### src/sv/lfpwm_pkg.sv
// Package: shared types and constants of the candle-flicker LED driver.
`timescale 1ns / 1ps
`default_nettype none
package lfpwm_pkg;

	localparam int unsigned SEED_W = 16;
	localparam int unsigned WAIT_W = 17;
	localparam int unsigned CFG_DATA_W = 17;
	localparam int unsigned CFG_IDX_W = 1;

	localparam logic [CFG_IDX_W-1:0] CFG_LFSR_SEED = 1'd0;
	localparam logic [CFG_IDX_W-1:0] CFG_STARTUP_WAIT = 1'd1;

	localparam logic [SEED_W-1:0] SEED_RESET = 16'hACE1;
	localparam logic [WAIT_W-1:0] WAIT_RESET = 17'd99999;

	localparam logic [1:0] PHASE_CODE_WAIT = 2'd0;
	localparam logic [1:0] PHASE_CODE_FADE = 2'd1;
	localparam logic [1:0] PHASE_CODE_RED = 2'd2;
	localparam logic [1:0] PHASE_CODE_YELLOW = 2'd3;

	typedef enum logic [3:0] {
		PH_WAIT   = 4'b0001,
		PH_FADE   = 4'b0010,
		PH_RED    = 4'b0100,
		PH_YELLOW = 4'b1000
	} phase_t;

endpackage
`default_nettype wire

### src/sv/lfpwm_if.sv
// Interfaces: tick, result and configuration channels with valid/ready handshakes.
`timescale 1ns / 1ps
`default_nettype none
interface lfpwm_tick_if;
	logic valid;
	logic ready;
	logic tick;

	modport source (output valid, output tick, input ready);
	modport sink (input valid, input tick, output ready);
endinterface

interface lfpwm_result_if;
	logic       valid;
	logic       ready;
	logic       red_level;
	logic       yellow_level;
	logic [1:0] phase_now;

	modport source (output valid, output red_level, output yellow_level, output phase_now,
		input ready);
	modport sink (input valid, input red_level, input yellow_level, input phase_now,
		output ready);
endinterface

interface lfpwm_cfg_if;
	logic                               valid;
	logic                               ready;
	logic [lfpwm_pkg::CFG_IDX_W-1:0]  idx;
	logic [lfpwm_pkg::CFG_DATA_W-1:0] data;

	modport source (output valid, output idx, output data, input ready);
	modport sink (input valid, input idx, input data, output ready);
endinterface
`default_nettype wire

### src/sv/lfsr_flicker_led_pwm.sv
// Top level: candle-flicker LED driver with fade-in and LFSR-driven red/yellow bursts.
`timescale 1ns / 1ps
`default_nettype none
// One word in, one word out: each accepted tick word yields the pin levels and phase of
// the tick the block stands at, and a tick of 1 then advances the sequence. A word is
// taken every cycle; its result is registered in the output register, and
// the input stalls only while that register is full and the result side is not ready.
// Configuration writes are always accepted and act at once; lfsr_seed is used when the
// fade-in ends, startup_wait bounds the dark interval after reset.
module lfsr_flicker_led_pwm (
	input  wire logic         clk,
	input  wire logic         arst_n,
	lfpwm_tick_if.sink        ticks,
	lfpwm_result_if.source    levels,
	lfpwm_cfg_if.sink         cfg
);
	import lfpwm_pkg::*;

	logic [SEED_W-1:0] seed_q;
	logic [WAIT_W-1:0] startup_wait_q;

	phase_t            phase_q;
	logic [15:0]       shift_q;
	logic [WAIT_W-1:0] wait_count_q;
	logic [7:0]        ramp_q;
	logic [7:0]        repeats_q;
	logic [9:0]        half_q;
	logic              second_q;
	logic [7:0]        bright_q;

	logic       out_valid_q;
	logic       red_q;
	logic       yellow_q;
	logic [1:0] code_q;

	phase_t      ph;
	logic [7:0]  ramp;
	logic [7:0]  repeats;
	logic [9:0]  half;
	logic        second;
	phase_t      ph_n;
	logic [15:0] shift_n;
	logic [WAIT_W-1:0] wait_n;
	logic [7:0]  ramp_n;
	logic [7:0]  repeats_n;
	logic [9:0]  half_n;
	logic        second_n;
	logic [7:0]  bright_n;
	logic [9:0]  len;
	logic [15:0] lfsr_src;
	logic [15:0] lfsr_nxt;
	logic        red_d;
	logic        yellow_d;
	logic [1:0]  code_d;
	logic        accept;

	assign cfg.ready    = 1'b1;
	assign ticks.ready  = !out_valid_q || levels.ready;
	assign accept       = ticks.valid && ticks.ready;

	assign levels.valid        = out_valid_q;
	assign levels.red_level    = red_q;
	assign levels.yellow_level = yellow_q;
	assign levels.phase_now    = code_q;

	always_comb begin
		ph      = phase_q;
		ramp    = ramp_q;
		repeats = repeats_q;
		half    = half_q;
		second  = second_q;
		if (phase_q == PH_WAIT && wait_count_q >= startup_wait_q) begin
			ph      = PH_FADE;
			ramp    = '0;
			repeats = 8'd1;
			half    = '0;
			second  = 1'b0;
		end

		unique case (ph)
			PH_WAIT: begin
				red_d    = 1'b0;
				yellow_d = 1'b0;
				code_d   = PHASE_CODE_WAIT;
				len      = 10'd1;
			end
			PH_FADE: begin
				red_d    = !second;
				yellow_d = !second;
				code_d   = PHASE_CODE_FADE;
				len      = second ? 10'd256 - {2'b00, ramp} : {2'b00, ramp} + 10'd1;
			end
			PH_RED: begin
				red_d    = second;
				yellow_d = 1'b0;
				code_d   = PHASE_CODE_RED;
				len      = second ? 10'd256 - {2'b00, bright_q}
					: {2'b00, bright_q} + 10'd128;
			end
			PH_YELLOW: begin
				red_d    = 1'b1;
				yellow_d = !second;
				code_d   = PHASE_CODE_YELLOW;
				len      = second ? 10'd512 - {2'b00, bright_q} : {2'b00, bright_q} + 10'd1;
			end
			default: begin
				red_d    = 1'b0;
				yellow_d = 1'b0;
				code_d   = PHASE_CODE_WAIT;
				len      = 10'd1;
			end
		endcase

		lfsr_src = (ph == PH_FADE) ? seed_q : shift_q;
		lfsr_nxt = {lfsr_src[0] ^ lfsr_src[2] ^ lfsr_src[3] ^ lfsr_src[5], lfsr_src[15:1]};

		ph_n      = ph;
		shift_n   = shift_q;
		wait_n    = wait_count_q;
		ramp_n    = ramp;
		repeats_n = repeats;
		half_n    = half;
		second_n  = second;
		bright_n  = bright_q;

		if (ph == PH_WAIT) begin
			wait_n = wait_count_q + 1'b1;
		end else if (half + 10'd1 < len) begin
			half_n = half + 10'd1;
		end else if (!second) begin
			half_n   = '0;
			second_n = 1'b1;
		end else if (repeats != 8'd0) begin
			half_n    = '0;
			second_n  = 1'b0;
			repeats_n = repeats - 8'd1;
		end else if (ph == PH_FADE && ramp != 8'd255) begin
			half_n    = '0;
			second_n  = 1'b0;
			ramp_n    = ramp + 8'd1;
			repeats_n = 8'd1;
		end else begin
			ph_n      = (ph == PH_RED) ? PH_YELLOW : PH_RED;
			shift_n   = lfsr_nxt;
			repeats_n = lfsr_nxt[10:3];
			bright_n  = lfsr_nxt[14:7];
			half_n    = '0;
			second_n  = 1'b0;
		end
	end

	always_ff @(posedge clk or negedge arst_n) begin
		if (!arst_n) begin
			seed_q         <= SEED_RESET;
			startup_wait_q <= WAIT_RESET;
		end else if (cfg.valid) begin
			unique case (cfg.idx)
				CFG_LFSR_SEED:    seed_q         <= cfg.data[SEED_W-1:0];
				CFG_STARTUP_WAIT: startup_wait_q <= cfg.data[WAIT_W-1:0];
				default: ;
			endcase
		end
	end

	always_ff @(posedge clk or negedge arst_n) begin
		if (!arst_n) begin
			phase_q      <= PH_WAIT;
			shift_q      <= SEED_RESET;
			wait_count_q <= '0;
			ramp_q       <= '0;
			repeats_q    <= '0;
			half_q       <= '0;
			second_q     <= 1'b0;
			bright_q     <= '0;
		end else if (accept && ticks.tick) begin
			phase_q      <= ph_n;
			shift_q      <= shift_n;
			wait_count_q <= wait_n;
			ramp_q       <= ramp_n;
			repeats_q    <= repeats_n;
			half_q       <= half_n;
			second_q     <= second_n;
			bright_q     <= bright_n;
		end
	end

	always_ff @(posedge clk or negedge arst_n) begin
		if (!arst_n) begin
			out_valid_q <= 1'b0;
		end else if (accept) begin
			out_valid_q <= 1'b1;
		end else if (levels.ready) begin
			out_valid_q <= 1'b0;
		end
	end

	always_ff @(posedge clk) begin
		if (accept) begin
			red_q    <= red_d;
			yellow_q <= yellow_d;
			code_q   <= code_d;
		end
	end

endmodule
`default_nettype wire

### src/flat_wrapper.sv
// flat-port wrapper written by rule: the top's interface ports become plain ports
module lfsr_flicker_led_pwm_flat import lfpwm_pkg::*;
  (clk, arst_n, ticks_valid, ticks_tick, ticks_ready, levels_valid, levels_red_level, levels_yellow_level, levels_phase_now, levels_ready, cfg_valid, cfg_idx, cfg_data, cfg_ready);
  lfpwm_tick_if ticks_i ();
  lfpwm_result_if levels_i ();
  lfpwm_cfg_if cfg_i ();
  input  wire logic clk;
  input  wire logic arst_n;
  input wire logic [$bits(ticks_i.valid)-1:0] ticks_valid;
  input wire logic [$bits(ticks_i.tick)-1:0] ticks_tick;
  output wire logic [$bits(ticks_i.ready)-1:0] ticks_ready;
  output wire logic [$bits(levels_i.valid)-1:0] levels_valid;
  output wire logic [$bits(levels_i.red_level)-1:0] levels_red_level;
  output wire logic [$bits(levels_i.yellow_level)-1:0] levels_yellow_level;
  output wire logic [$bits(levels_i.phase_now)-1:0] levels_phase_now;
  input wire logic [$bits(levels_i.ready)-1:0] levels_ready;
  input wire logic [$bits(cfg_i.valid)-1:0] cfg_valid;
  input wire logic [$bits(cfg_i.idx)-1:0] cfg_idx;
  input wire logic [$bits(cfg_i.data)-1:0] cfg_data;
  output wire logic [$bits(cfg_i.ready)-1:0] cfg_ready;
  assign ticks_i.valid = ticks_valid;
  assign ticks_i.tick = ticks_tick;
  assign ticks_ready = ticks_i.ready;
  assign levels_valid = levels_i.valid;
  assign levels_red_level = levels_i.red_level;
  assign levels_yellow_level = levels_i.yellow_level;
  assign levels_phase_now = levels_i.phase_now;
  assign levels_i.ready = levels_ready;
  assign cfg_i.valid = cfg_valid;
  assign cfg_i.idx = cfg_idx;
  assign cfg_i.data = cfg_data;
  assign cfg_ready = cfg_i.ready;
  lfsr_flicker_led_pwm u_core (.clk(clk), .arst_n(arst_n), .ticks(ticks_i), .levels(levels_i), .cfg(cfg_i));
endmodule
### config.mk
export PLATFORM = sky130hd
export DESIGN_NAME = lfsr_flicker_led_pwm_flat
export DESIGN_NICKNAME = d
export VERILOG_FILES = /design/src/sv/lfpwm_pkg.sv /design/src/sv/lfpwm_if.sv /design/src/sv/lfsr_flicker_led_pwm.sv /design/src/flat_wrapper.sv
export SDC_FILE = /design/constraint.sdc
export NUM_CORES = 1
export LEC_CHECK = 0
export BUFFER_PORTS_ARGS = -buffer_cell sky130_fd_sc_hd__buf_4
export CAP_MARGIN = 10
export CORE_MARGIN = 1
export CORE_UTILIZATION = 40
export CTS_CLUSTER_DIAMETER = 80
export DETAILED_ROUTE_END_ITERATION = 8
export SLEW_MARGIN = 30
export SYNTH_ARGS = -nofsm -noshare
export SYNTH_HDL_FRONTEND = slang
export SYNTH_SLANG_ARGS = --single-unit
### constraint.sdc
create_clock -name clk -period 8.15 [get_ports clk]
set_input_delay 0.815 -clock clk [delete_from_list [all_inputs] [get_ports clk]]
set_output_delay 0.815 -clock clk [all_outputs]
set_load 0.01 [all_outputs]
==> summary.txt <==
synthesis warning total: 0
setup bufs post-CTS: 0
CTS tree: built
syn avg cell area: 9.12 µm²
Clock Sinks: 106
RePlAce Congestion: 0.903
grt ovf: 0
Peak VDD IR: 0.000149 V
final setup fails: 0
Final min period: 6.91 ns
non-filler instance count after layout: 974
I/O pin cnt: 31
initial core utilization: 40.9%
Critical Path Fanout Max: 16
setup slack after layout: 1.24 ns
Post-synth EDFFs: 4
largest net degree at the start of global routing: 66
Core Area: 0.0165 mm²
Max-cap violations: 0
Clk pwr share: 21.1%
combinational group share of total power: 39.5%
CTS Buf Count: 9
Pleak: 3.20 nW
CTS max path bufs: 2
run status: finished, final reports clean
Setup CP Type: flip-flop to flip-flop
Synth Net Count: 799
Std-Cell Rows: 47
vias per inst: 5.80
DP Worst Slack: 1.15 ns
Layout area overhead: 9.62%
Synth area leader: dfrtp_1
DR iter-0 viols: 507
post-route antenna net violation count: 0
switching share of power: 42.1%
synth top area cells: dfrtp_1 28%, dfstp_2 10%, ha_1 6.3%
worst slew pin tran: 0.912 ns
Slew Limit Fails: 0
Post-Route WL: 18100 µm
setup TNS: 0 ns
CP Capture Type: flip-flop
Worst EP arrival: 7.16 ns
Antenna Cells: 0
Slew HR: 39.2%
post-synth top area share: 27.8%
worst skew pair latency: 0.36 ns
Fill cells: 1623
CP Launch Type: flip-flop
Die X: 132 µm
layout cells sized above 1: 17.2%
DRC: 0
count of cell types in the netlist: 69
Hold Violations, Final: 0
initial antenna violation count: 0
most frequent cell after synthesis: nand2_1
fraction of registers with async set/reset: 96.2%
Die Ht: 132 µm
PD cells: 280 mW/mm²
HP Class: input pin to async pin
vias: 5647
number of synthesized register bits: 106
fraction of the yosys area taken by sequential cells: 40.0%
Int Pwr: 1.20 mW
Layout Utilization: 44.9%
Req. time, crit path: 8.40 ns
skew final: 0.0124 ns
port buffer count: 29
CTS Hold Buffers Added: 0
RSZ-0062 raised after global routing: no
clk slew on worst S/H paths: 0.08 ns
Detailed Routing Iterations Pass 1: 6
post-detail-place hpwl: 13600 µm
Synth top cells by count: 91 x nand2_1, 75 x dfrtp_1, 57 x nor2_1, 39 x o21ai_0, 36 x mux2_2
vias in the first global route: 5404
wire per inst: 18.6 µm
Syn Inst Count: 741
Seq pwr share: 39.4%
post-CTS sizing: 0
most used flip-flop cell after synthesis: dfrtp_1
first-pass GRT wire length: 29400 µm
Die ar.: 0.0174 mm²
worst r2r path cells: 25
CTS root buffer: clkbuf_16
fin nets: 807
Final Cell Area: 0.00741 mm²
Sw Pwr: 0.876 mW
htree depth: 3
fmax: 145 MHz
Syn Std Cell Area: 0.00676 mm²
DP Cell Count: 957
dpl cell area: 0.00711 mm²
Tot GR Track Use: 21.5%
crit share post-route: 84.8%
stage by stage:
| stage | power, mW | hold slack (ns) |
|---|---|---|
| CTS | 2.08 | 0.453 |
| detailed placement | 1.64 | 0.473 |
| global route | 2.22 | 0.473 |
| global placement | 1.62 | 0.461 |
| finish | 2.08 | 0.434 |
| floorplan | 1.37 | 0.445 |
layout by cell type, fill, tap and decap left out, types with 23 or more instances in the layout:
cell	count
nand2_1	91
dfrtp_1	75
nor2_1	57
buf_4	40
o21ai_0	39
mux2_2	36
ha_1	34
a21oi_1	33
nand3_1	33
inv_1	30
dfstp_2	27
xnor2_1	23
routing by layer:
layer / part of all wire [%] / up-vias / track usage (%) / routed length, µm
li1: - / 2683 / - / -
met2: 48 / 165 / 35.3 / 8760
met1: 44 / 2766 / 28.0 / 7990
met4: 2.7 / 0 / 8.66 / 497
met5: 0 / - / 0 / 0
met3: 5.0 / 33 / 3.81 / 899
area by class of cell:
cell class	instances	area, µm²	share of cell area, %
Multi-Input combinational cell	562	3720	50.2
Sequential cell	106	2710	36.5
Timing Repair Buffer	40	300	4.05
Tap cell	220	275	3.71
Clock buffer	10	229	3.09
Inverter	30	113	1.52
Clock inverter	6	65.1	0.878
final timing paths:
| check | startpoint | to | slack, ns |
|---|---|---|---|
| min | arst_n | u_core.repeats_q[5] | 0.43 |
| min in group clk | u_core.shift_q[6] | u_core.shift_q[6] | 0.48 |
| max in group asynchronous | arst_n | u_core.shift_q[4] | 6.52 |
| max | u_core.startup_wait_q[16] | u_core.bright_q[4] | 1.24 |
| max reg2reg | u_core.startup_wait_q[16] | u_core.bright_q[4] | 1.24 |
| min reg2reg | u_core.shift_q[6] | u_core.shift_q[6] | 0.48 |
critical path, cell delays in order (launching register included):
cell	delay [ns]
dfstp_2	0.53
inv_1	0.04
ha_1	0.30
nand4_1	0.18
or4_1	0.63
o211ai_1	0.67
nand2_1	0.23
nand2_1	0.15
inv_1	0.05
ha_1	0.24
and3_1	0.23
and3_1	0.24
nand3_1	0.18
nor3_1	0.06
o21a_1	0.21
a221oi_1	0.24
ha_1	0.30
nand4_1	0.14
nor3_1	0.07
a2111oi_0	0.74
o21a_1	0.28
or3_1	0.38
nor4_4	0.14
buf_4	0.23
buf_4	0.18
o21a_1	0.16
registers in the layout (all words and copies together), names as in the netlist:
register                    count
u_core.bright_q                 7
u_core.shift_q                 13
u_core.ramp_q                   8
u_core.second_q                 1
u_core.levels.red_level         1
u_core.half_q                  10
u_core.wait_count_q            17
u_core.levels.phase_now         2
u_core.levels.yellow_level      1
u_core.repeats_q                8
u_core.startup_wait_q          17
u_core.phase_q                  4
u_core.levels.valid             1
u_core.seed_q                  16
power by group through the flow:
stage	registers (mW)	clock network [mW]	logic [mW]
2_1_floorplan	0.750	0	0.622
3_3_place_gp	0.823	0	0.795
3_5_place_dp	0.826	0	0.809
4_1_cts	0.816	0.453	0.814
5_1_grt	0.839	0.472	0.905
6_report	0.819	0.439	0.820
kinds of logic (layout without fill, tap and decap cells):
| kind of cell | Yosys count | count (layout) | share of synthesized area [%] |
|---|---|---|---|
| buf+inv | 73 | 86 | 4.96 |
| other cells | 1 | 1 | 0.0555 |
| fa+ha+maj | 34 | 34 | 6.29 |
| compound gates | 163 | 163 | 15.9 |
| flops | 106 | 106 | 40.0 |
| simple gates | 282 | 282 | 20.7 |
| mux | 41 | 41 | 6.74 |
| xor+xnor | 41 | 41 | 5.31 |
No activity file was read; power rests on OpenSTA's default activity.
